**src/rtl/stres_pkg.sv**
```systemverilog
// Shared types and constants for the sample table resolver.
// No dependencies; used by stres_cfg and sample_table_resolver_top.
`default_nettype none

package stres_pkg;

	localparam int MAP_DEPTH_DEF   = 16;
	localparam int CHUNK_DEPTH_DEF = 1024;

	// request codes
	localparam logic [2:0] MODE_CLEAR  = 3'd0;
	localparam logic [2:0] MODE_MAP    = 3'd1;
	localparam logic [2:0] MODE_CHUNK  = 3'd2;
	localparam logic [2:0] MODE_SAMPLE = 3'd3;
	localparam logic [2:0] MODE_PACKET = 3'd4;

	// register indexes
	localparam logic REG_PACKET_MODE   = 1'b0;
	localparam logic REG_CHANNEL_COUNT = 1'b1;

	localparam logic [31:0] PACKET_BYTES = 32'd34;
	localparam int          FRAME_SHIFT  = 6;    // 64 samples per frame

	typedef struct packed {
		logic [2:0]  mode;
		logic [31:0] entry_start_chunk;
		logic [31:0] entry_samples;
		logic [31:0] data_word;
	} req_beat_t;

	typedef struct packed {
		logic [31:0] sample_offset;
		logic [31:0] unit_bytes;
	} rsp_beat_t;

	typedef struct packed {
		logic       packet_mode;
		logic [7:0] channel_count;
	} cfg_t;

	typedef enum logic [2:0] {
		ST_IDLE,
		ST_OPEN,
		ST_MAP_LAST,
		ST_SCAN,
		ST_UNITS,
		ST_EMIT
	} state_t;

endpackage

`default_nettype wire

```
**src/rtl/stres_cfg.sv**
```systemverilog
// APB-style register file: packet_mode and channel_count.
// Depends on stres_pkg (cfg_t, register indexes).
`default_nettype none

module stres_cfg (
	input  wire  logic        clk,
	input  wire  logic        arst_n,
	input  wire  logic        psel,
	input  wire  logic        penable,
	input  wire  logic        pwrite,
	input  wire  logic [2:0]  paddr,
	input  wire  logic [31:0] pwdata,
	output logic [31:0]       prdata,
	output logic              pready,
	output stres_pkg::cfg_t   cfg
);

	stres_pkg::cfg_t cfg_q;
	logic            wr_en;
	logic            reg_sel;

	assign pready  = 1'b1;
	assign wr_en   = psel & penable & pwrite;
	assign reg_sel = paddr[2];
	assign cfg     = cfg_q;

	always_ff @(posedge clk or negedge arst_n) begin
		if (!arst_n) begin
			cfg_q.packet_mode   <= 1'b0;
			cfg_q.channel_count <= 8'd0;
		end else if (wr_en) begin
			case (reg_sel)
				stres_pkg::REG_PACKET_MODE:   cfg_q.packet_mode   <= pwdata[0];
				stres_pkg::REG_CHANNEL_COUNT: cfg_q.channel_count <= pwdata[7:0];
				default: ;
			endcase
		end
	end

	always_comb begin
		case (reg_sel)
			stres_pkg::REG_PACKET_MODE:   prdata = {31'd0, cfg_q.packet_mode};
			stres_pkg::REG_CHANNEL_COUNT: prdata = {24'd0, cfg_q.channel_count};
			default:                      prdata = 32'd0;
		endcase
	end

endmodule

`default_nettype wire

```
**config.mk**
```make
export PLATFORM = sky130hd
export DESIGN_NAME = stres_cfg
export DESIGN_NICKNAME = d
export VERILOG_FILES = /design/src/rtl/stres_pkg.sv /design/src/rtl/stres_cfg.sv
export SDC_FILE = /design/constraint.sdc
export NUM_CORES = 1
export LEC_CHECK = 0
export ABC_AREA = 1
export BUFFER_PORTS_ARGS = -buffer_cell sky130_fd_sc_hd__buf_2
export CAP_MARGIN = 40
export CORE_UTILIZATION = 31
export DETAILED_ROUTE_END_ITERATION = 10
export PLACE_DENSITY = 0.88
export SLEW_MARGIN = 20
export SYNTH_ARGS = -nofsm -noshare
export SYNTH_HDL_FRONTEND = slang
export SYNTH_SLANG_ARGS = --single-unit
```
**constraint.sdc**
```tcl
create_clock -name clk -period 0.97 [get_ports clk]
set_clock_uncertainty 0.2 [all_clocks]
set_input_delay 0.097 -clock clk [delete_from_list [all_inputs] [get_ports clk]]
set_output_delay 0.097 -clock clk [all_outputs]
set_load 0.05 [all_outputs]
```
==> results of run 1 <==
## cell families (layout without fill, tap and decap cells)
family / Yosys count / count (layout) / synth area share (%)
buffers and inverters: 36 / 58 / 36.0
DFF: 9 / 9 / 34.6
other: 2 / 25 / 1.15
and+or+nand+nor: 41 / 41 / 28.3
## how the worst min path moves through the flow
| stage | slack, ps | to | depth (start not counted) | startpoint |
|---|---|---|---|---|
| final | -50 | cfg[0]$_DFFE_PN0P_ | 3 | paddr[2] |
| after detailed placement | -240 | cfg[6]$_DFFE_PN0P_ | 1 | arst_n |
| after CTS | -50 | cfg[0]$_DFFE_PN0P_ | 3 | paddr[2] |
| after global placement | -240 | cfg[7]$_DFFE_PN0P_ | 1 | arst_n |
| after floorplan | -400 | cfg[0]$_DFFE_PN0P_ | 0 | arst_n |
| after global routing | -30 | cfg[0]$_DFFE_PN0P_ | 3 | paddr[2] |
## stage by stage
step                      util, %  total power, mW  cells
after floorplan                 -             1.36    111
after global placement       41.5             1.44    144
after detailed placement     41.5             1.46    144
after CTS                    52.7             1.95    158
after global routing         55.2             2.13    160
final                        55.2             2.05    160
## critical path: stages, from the launching register on
cell	delay, ps
dfrtp_2	430
nand2_2	90
clkinvlp_4	80
buf_6	150
## cell usage in the layout, fill, tap and decap left out
| cell | synthesis | layout |
|---|---|---|
| buf_2 | 1 | 13 |
| nand4_2 | 1 | 1 |
| dlygate4sd3_1 | 0 | 9 |
| nand2_1 | 29 | 17 |
| inv_2 | 1 | 1 |
| buf_4 | 26 | 3 |
| buf_12 | 0 | 1 |
| clkbuf_4 | 0 | 3 |
| nand2_2 | 0 | 12 |
| nand4_1 | 1 | 1 |
| clkbuf_1 | 0 | 1 |
| clkinvlp_4 | 0 | 7 |
| buf_6 | 0 | 17 |
| buf_8 | 0 | 2 |
| inv_1 | 8 | 1 |
| nand3_1 | 9 | 9 |
| conb_1 | 2 | 25 |
| nor2_4 | 1 | 1 |
| dfrtp_2 | 0 | 9 |
## power by group through the flow
stage	Sequential, mW	Combinational [mW]	Clock [mW]
final	0.542	1.20	0.307
after global routing	0.547	1.26	0.326
after CTS	0.528	1.11	0.308
after detailed placement	0.527	0.933	0
after global placement	0.523	0.922	0
after floorplan	0.776	0.580	0
## final cells by class
type,count,share of cell area (%)
flip-flops and latches,9,21.8
well taps,27,3.12
repair buffers,45,38.7
clock buffers,4,2.42
multi-input cells,66,28.4
inverters,9,5.54
## repair_timing
| item | in CTS | in global routing |
|---|---|---|
| buffers inserted | 1 | 2 |
| pin swaps | 3 | 3 |
| resized for setup | 32 | 11 |
| hold endpoints to repair | 18 | 1 |
| setup endpoints to repair | 17 | 18 |
## metal layers
layer | share of wire (%) | track usage, %
met1 | 35 | 11.6
met2 | 56 | 26.5
met5 | 0 | 0
met4 | 2.0 | 10.0
met3 | 7.2 | 3.40
==> results.md, run 1 <==
* FF-to-FF setup slack at 0 ps
* Register area share after synthesis at 34.6%
* Die area at 0.00229 mm^2
* Hpwl dp at 1.01 mm
* Violated checks: negative hold slack, negative setup slack
* CP arrival at 1020 ps
* FF+latch count, synth at 9
* Comb pwr share at 58.5%
* Post-route minimum period at 1310 ps
* Total CTS buffers at 3
* Sw Pwr at 1.05 mW
* Final setup fails at 18
* Unrepaired setup endpoints after global routing: true
* Core Area at 0.00196 mm^2
* Die Wd at 47.8 um
* Max reg flops at 9
* Reg2reg start: cfg[8]$_DFFE_PN0P_
* Root Buffer: clkbuf_4
* Synth area leader: dfrtp_1
* Status: finished with violations
* CTS H-tree lvls at 1
* Ys async rst share at 100%
* TritonCTS clock tree: done
* Pwr dens at 1890 mW/mm^2
* Design area at 0.00108 mm^2
* Reg clk slew, reported paths at 60 ps
* Post-synth EDFFs at 0
* Reg area at 236 um^2
* Placer Congestion at 0.608
* Critical path data required time at 670 ps
* Routed WL at 1.75 mm
* Clock Tree Buf Depth at 2
* Top post-synthesis cells by area: dfrtp_1 (35%), buf_4 (30%), nand2_1 (17%), nand3_1 (6.9%), inv_1 (4.6%)
* Initial antenna violation count at 0
* Pleak at 0.548 nW
* Skew-Pair Late Insertion Delay at 270 ps
* I/O Buffers at 30
* Max Fclk at 0.762 GHz
* TritonRoute pass-1 iters at 4
* Min-delay worst type: in -> reg
* Largest net degree at the start of global routing at 11
* Slew Viols, Final at 0
* Vias at 653
* Fill cell total of the finished layout at 174
* I/O Pins at 82
* Initial DRC count at 8
* Multi-input gate area at 308 um^2
* Setup TNS at -4530 ps
* Worst Setup EP: prdata[1]
* Fin Hold WS at -51.0 ps
* Net Sw Frac at 51.1%
* Post-DRT Antenna Nets at 0
* Post-Place Worst Slack at -116 ps
* Residual DRC at 0
* YS warnings at 0
* First-pass GRT wire length at 2.01 mm
* CP startpoint kind: register
* Hold Fails Final Rpt at 2
* Synth Cell Area at 651 um^2
* Worst Reg-to-Reg Cells at 3
* Die Ht at 47.8 um
* Cell-internal power at 0.999 mW
* Crit end category: primary output
* Clock Power Share at 15.0%
* RR Endpoint: cfg[8]$_DFFE_PN0P_
* PnR worst setup slack at -342 ps
* Maxcap violations at 0
* Tot GR Track Use at 13.6%
* Most frequent cells after synthesis: nand2_1 (29), buf_4 (26), dfrtp_1 (9), nand3_1 (9), inv_1 (8)
* Initial core utilization at 33.2%
* Clk sinks at 9
* Cell with the most instances after synthesis: nand2_1
* Syn Area/Cell at 7.39 um^2
* Aggregate global routing overflow at 0
* Critical setup path kind: reg -> out
* Placed cell areas at 813 um^2
* Syn Inst Count at 88
* Proportion of layout cells with a drive suffix above 1 at 52.6%
* Fin crit share at 135%
* Sequential cell fraction of total power at 26.5%
* Worst IR Drop VDD at 0.880 mV
* Vias/cell at 4.08
* Ys flop type: dfrtp_1
* # rows at 16
* Total Nets Final at 174
* Netlist cell types at 11
* Worst setup startpoint: cfg[1]$_DFFE_PN0P_
* Hold buffers post-CTS at 9
* Crit path max fanout at 3
* Drt wl/cell at 10.9 um
* Antenna diode count at 0
* Synth top area share at 34.6%
* Area growth, synth to finish at 66.5%
* Number of global-route vias before repair at 511
Power figures use the tool's default switching activity.
==> run 2: changes to the inputs <==
Settings changed: ABC_AREA 1 to unset, CTS_CLUSTER_SIZE set to 8, PLACE_DENSITY 0.88 to 0.89.
==> results.md, run 2 <==
* Crit path max fanout at 2 (-1)
* Die Wd at 47.0 um (-1.8%)
* Routed WL at 1.34 mm (-23%)
* Post-DRT Antenna Nets at 0 (unchanged)
* Syn Area/Cell at 11.2 um^2 (+51%)
* Placed Instances at 112 (-22%)
* Vias/cell at 3.70 (-9.4%)
* Drt wl/cell at 10.6 um (-2.8%)
* Most frequent cells in the layout: conb_1 (25), buf_6 (17), buf_2 (13)
* Fin crit share at 142% (+6.7 points)
* Aggregate global routing overflow at 0 (unchanged)
* Residual DRC at 0 (unchanged)
* FF+latch count, synth at 9 (unchanged)
* Vias at 466 (-29%)
* Final setup fails at 26 (+8)
* First-pass GRT wire length at 1.85 mm (-8.2%)
* Critical path data required time at 670 ps (about the same)
* Netlist cell types at 8 (-3)
* Max incr delay on CP at 410 ps (-20 ps)
* Pleak at 0.565 nW (+3.1%)
* Proportion of layout cells with a drive suffix above 1 at 72.3% (+20 points)
* Design area at 0.00106 mm^2 (-1.7%)
* Post-synth EDFFs at 0 (unchanged)
* Cell Count, Final, Fillers Out at 126 (-21%)
* Unrepaired setup endpoints after global routing: true
* Root Buffer: clkbuf_4
* Hold Fails Final Rpt at 9 (+7)
* TritonCTS clock tree: done
* Placed cell areas at 779 um^2 (-4.2%)
* CTS H-tree lvls at 1 (unchanged)
* Ys flop type: dfrtp_1
* I/O Buffers at 30 (unchanged)
* Register area share after synthesis at 35.9% (+1.3 points)
* YS warnings at 0 (unchanged)
* Fin Hold WS at -132 ps (-81.0 ps)
* Worst IR Drop VDD at 1.15 mV (+31%)
* Total Nets Final at 142 (-18%)
* Area growth, synth to finish at 69.9%
* Total CTS buffers at 3 (unchanged)
* Initial antenna violation count at 0 (unchanged)
* Fill cell total of the finished layout at 160 (-8.0%)
* Top post-synthesis cells by area: dfrtp_1 (36%), buf_4 (30%), mux2_2 (18%), and2_2 (8.4%), nand4_4 (3.4%)
* Die area at 0.00221 mm^2 (-3.5%)
* PnR worst setup slack at -407 ps (-64.6 ps)
* Hpwl dp at 968 um (-4.1%)
* Post-route minimum period at 1380 ps (+64.6 ps)
* Skew-Pair Late Insertion Delay at 260 ps (about the same)
* Number of global-route vias before repair at 433 (-15%)
* Pwr dens at 2250 mW/mm^2 (+19%)
* Clk sinks at 9 (unchanged)
* CP arrival at 1080 ps (+60 ps)
* Synth top area share at 35.9% (+1.3 points)
* Antenna diode count at 0 (unchanged)
* Core Area at 0.00180 mm^2 (-8.2%)
* Maxcap violations at 0 (unchanged)
* Min-delay worst type: in -> reg
* Most frequent cells after synthesis: buf_4 (25), mux2_2 (10), dfrtp_1 (9)
* Slowest cell on the critical path: dfrtp_2
* Reg clk slew, reported paths at 60 ps (about the same)
* Buf/Inv on CP at 1 (-1)
* TritonRoute pass-1 iters at 1 (-3)
* Top delay family on crit path: flip-flops
* Largest net degree at the start of global routing at 10 (-1)
* Critical setup path kind: reg -> out
* Hold buffers post-CTS at 1 (-8)
* Hold Crit Start: pwdata[3]
* Violated checks: negative hold slack, negative setup slack
* I/O Pins at 82 (unchanged)
* Slew Viols, Final at 0 (unchanged)
* Initial DRC count at 0 (-8)
* Multi-input gate area at 332 um^2 (+7.7%)
* Max Fclk at 0.726 GHz (-4.7%)
* Reg area at 236 um^2 (unchanged)
* Synth Cell Area at 627 um^2 (-3.7%)
* Syn Inst Count at 56 (-36%)
* Tot GR Track Use at 12.8% (-0.82 points)
* Reg2reg start: cfg[8]$_DFFE_PN0P_
* Ys async rst share at 100% (unchanged)
* Clock Tree Buf Depth at 2 (unchanged)
* Worst setup startpoint: cfg[0]$_DFFE_PN0P_
* Cell with the most instances after synthesis: buf_4
* Crit end category: primary output
* Placer Congestion at 0.645 (+6.1%)
* Synth area leader: dfrtp_1
* CP startpoint kind: register
* Initial core utilization at 34.8% (+1.6 points)
* Status: finished with violations
* Critical-path cell list: mux2_4 > buf_6
* Commonest non-fill, non-tap cell in the layout: conb_1
* # rows at 15 (-1)
* Die Ht at 47.0 um (-1.8%)
* Max reg flops at 9 (unchanged)
## run 2: cell types whose count changed after synthesis, moves of 7 or more
cell	change
and2_2	+7
inv_1	-8
mux2_2	+10
nand2_1	-29
nand3_1	-9
## run 2: path summary, 6_finish.rpt
| check | end | slack [ps] | depth (start not counted) |
|---|---|---|---|
| setup / recovery | prdata[0] | -410 | 2 |
| hold / removal | cfg[3]$_DFFE_PN0P_ | -130 | 2 |
| setup reg to reg | cfg[8]$_DFFE_PN0P_ | -230 | 3 |
| hold reg to reg | cfg[7]$_DFFE_PN0P_ | 350 | 1 |
| max in group asynchronous | cfg[0]$_DFFE_PN0P_ | 330 | 2 |
| min in group asynchronous | cfg[3]$_DFFE_PN0P_ | 40 | 2 |
## run 2: cell type report
class | instances | share of cell area (%)
flip-flops and latches | 9 | 22.2
clock buffers | 4 | 2.47
multi-input cells | 44 | 31.1
repair buffers | 44 | 41.2
well taps | 25 | 2.94
## run 2: routing by layer
metal	track usage [%]	wire length, um	vias to the layer above
met1	11.8	398	212
met3	6.92	116	0
li1	-	-	221
met4	1.71	0	0
met2	25.0	821	33
met5	0	0	-
## run 2: metrics by stage
step	setup TNS [ps]	power, mW	utilization [%]	hold WS, ps	setup slack, ps
finish	-5660	2.39	59.1	-132	-407
global route	-6430	2.50	59.1	-154	-452
CTS	-5500	2.35	57.6	-144	-419
detailed placement	-2760	1.66	43.3	-240	-201
global placement	-2510	1.64	43.3	-250	-178
floorplan	-2260	1.52	-	-399	-211
## run 2: what timing repair did
action,CTS,global route
pin swaps,7,1
hold endpoints to repair,18,9
setup buffers,7,5
setup endpoints to repair,26,26
resized for setup,51,6
## run 2: logic make-up after synthesis
family / after synthesis / synth area share, %
buf+inv: 26 / 31.7
flops: 9 / 35.9
mux: 10 / 18.0
other cells: 2 / 1.20
simple gates: 9 / 13.2
## run 2: report_power, final
part	switching (mW)	total [mW]	internal, mW	leakage [nW]
clock	0.125	0.283	0.158	0.0150
sequential	0.0804	0.555	0.475	0.0982
combinational	0.882	1.55	0.673	0.452
total	1.09	2.39	1.31	0.565
==> run 3: changes to the inputs <==
Settings changed: SETUP_SLACK_MARGIN set to 0.4.
==> results.md, run 3 (synthesis results as in run 2) <==
* Status: finished with violations
* Violated checks: negative hold slack, negative setup slack
* Placer Congestion at 0.645 (unchanged)
* Vias at 471 (+1.1%)
* Slew Viols, Final at 0 (unchanged)
* FF-to-FF setup slack at -230 ps (about the same)
* Cell-internal power at 1.34 mW (+2.3%)
* Total CTS buffers at 3 (unchanged)
* Maxcap violations at 0 (unchanged)
* Largest net degree at the start of global routing at 10 (unchanged)
* Critical-path cell list: mux2_4 > buf_6
* Proportion of layout cells with a drive suffix above 1 at 73.5% (+1.3 points)
* TritonRoute pass-1 iters at 1 (unchanged)
* Antenna diode count at 0 (unchanged)
* Top delay family on crit path: flip-flops
* Die area at 0.00221 mm^2 (unchanged)
* Hpwl dp at 968 um (unchanged)
* Die Wd at 47.0 um (unchanged)
* Total Nets Final at 143 (+0.70%)
* First-pass GRT wire length at 1.86 mm (+0.76%)
* Crit path max fanout at 2 (unchanged)
* Net Sw Frac at 45.0% (-0.38 points)
* CP startpoint kind: register
* Max incr delay on CP at 410 ps (about the same)
* Design area at 0.00108 mm^2 (+1.2%)
* Clk sinks at 9 (unchanged)
* Area growth, synth to finish at 71.9%
* Sw Pwr at 1.10 mW (+0.75%)
* Clock Power Share at 11.6% (-0.2 points)
* Placed cell areas at 779 um^2 (unchanged)
* Residual DRC at 0 (unchanged)
* Sequential cell fraction of total power at 22.8% (-0.4 points)
* Most frequent cells in the layout: conb_1 (25), buf_6 (19), buf_2 (13)
* Critical setup path kind: reg -> out
* Routed WL at 1.35 mm (+0.97%)
* Max Fclk at 0.727 GHz (about the same)
* Crit end category: primary output
* Critical path data required time at 670 ps (about the same)
* TritonCTS clock tree: done
* Core Area at 0.00180 mm^2 (unchanged)
* Power after layout at 2.43 mW (+1.6%)
* # rows at 15 (unchanged)
* Skew-Pair Late Insertion Delay at 260 ps (about the same)
* I/O Buffers at 30 (unchanged)
* Initial core utilization at 34.8% (unchanged)
* Crit path depth at 2 (unchanged)
* Pwr dens at 2260 mW/mm^2 (+0.42%)
* Root Buffer: clkbuf_4
* Vias/cell at 3.71 (+0.28%)
* Reg clk slew, reported paths at 60 ps (about the same)
* Fin crit share at 142% (about the same)
* Slowest cell on the critical path: dfrtp_2
* Clock Tree Buf Depth at 2 (unchanged)
* Max reg flops at 9 (unchanged)
* I/O Pins at 82 (unchanged)
* Final setup fails at 26 (unchanged)
* Worst Reg-to-Reg Cells at 3 (unchanged)
* Tot GR Track Use at 12.8% (unchanged)
* PnR worst setup slack at -406 ps (+0.390 ps)
* Fin Hold WS at -519 ps (-387 ps)
* Drt wl/cell at 10.6 um (+0.18%)
* CTS H-tree lvls at 1 (unchanged)
* Initial DRC count at 0 (unchanged)
* Buf/Inv on CP at 1 (unchanged)
* Post-DRT Antenna Nets at 0 (unchanged)
* Comb pwr share at 65.6% (+0.6 points)
* Aggregate global routing overflow at 0 (unchanged)
* Number of global-route vias before repair at 440 (+1.6%)
* Hold Fails Final Rpt at 18 (+9)
* Min-delay worst type: in -> async
* Pleak at 0.573 nW (+1.4%)
* CP arrival at 1080 ps (about the same)
* Commonest non-fill, non-tap cell in the layout: conb_1
* Initial antenna violation count at 0 (unchanged)
* Post-route minimum period at 1380 ps (-0.390 ps)
* Unrepaired setup endpoints after global routing: true
* Worst IR Drop VDD at 1.15 mV (about the same)
* Die Ht at 47.0 um (unchanged)
## run 3: cell count changes in the layout (fill, tap and decap cells not counted)
cell	previous run	this run
dlygate4sd3_1	1	0
buf_6	17	19
## run 3: worst reg2reg max path, delay by kind of cell (launching register included)
| family | cells | cell delay, ps |
|---|---|---|
| DFF | 1 | 420 |
| buffers and inverters | 2 | 220 |
| muxes | 1 | 240 |
## run 3: path summary, 6_finish.rpt
check	startpoint	end
worst min-delay path	arst_n	cfg[3]$_DFFE_PN0P_
worst max-delay path	cfg[0]$_DFFE_PN0P_	prdata[0]
worst max register to register	cfg[4]$_DFFE_PN0P_	cfg[4]$_DFFE_PN0P_
worst min register to register	cfg[7]$_DFFE_PN0P_	cfg[7]$_DFFE_PN0P_
max in group asynchronous	arst_n	cfg[7]$_DFFE_PN0P_
min in group clk	pwdata[3]	cfg[3]$_DFFE_PN0P_
## run 3: layer usage
layer / vias to the layer above / GRT usage (%) / share of wire, %
li1: 224 / - / -
met1: 214 / 11.8 / 30
met2: 33 / 25.0 / 61
met3: 0 / 6.92 / 8.9
met4: 0 / 1.71 / 0
met5: - / 0 / 0
## run 3: cell type report
class                   instances  area [um^2]
fillers                       155          724
repair buffers                 45          452
multi-input cells              44          332
flip-flops and latches          9          236
well taps                      25         31.3
clock buffers                   4         26.3
## run 3: metrics by stage
stage               utilization (%)  setup TNS [ps]  hold slack, ps  setup WS [ps]  cells
finish                         59.8           -5820            -519           -406    127
floorplan                         -           -2260            -399           -211     79
global route                   59.8           -6620            -521           -453    127
global placement               43.3           -2510            -250           -178    112
detailed placement             43.3           -2760            -240           -201    112
CTS                            57.1           -5500            -524           -419    123
## run 3: what timing repair did
action                     4_1_cts  5_1_grt
resized for setup               51        5
setup endpoints to repair       26       26
pin swaps                        7        0
setup buffers                    7        4
hold endpoints to repair        18       18
## run 3: power groups by stage
| stage | sequential, mW | clock, mW | combinational, mW |
|---|---|---|---|
| after floorplan | 0.837 | 0 | 0.680 |
| after global placement | 0.535 | 0 | 1.10 |
| after detailed placement | 0.543 | 0 | 1.11 |
| after CTS | 0.556 | 0.297 | 1.49 |
| after global routing | 0.562 | 0.332 | 1.66 |
| final | 0.554 | 0.282 | 1.59 |
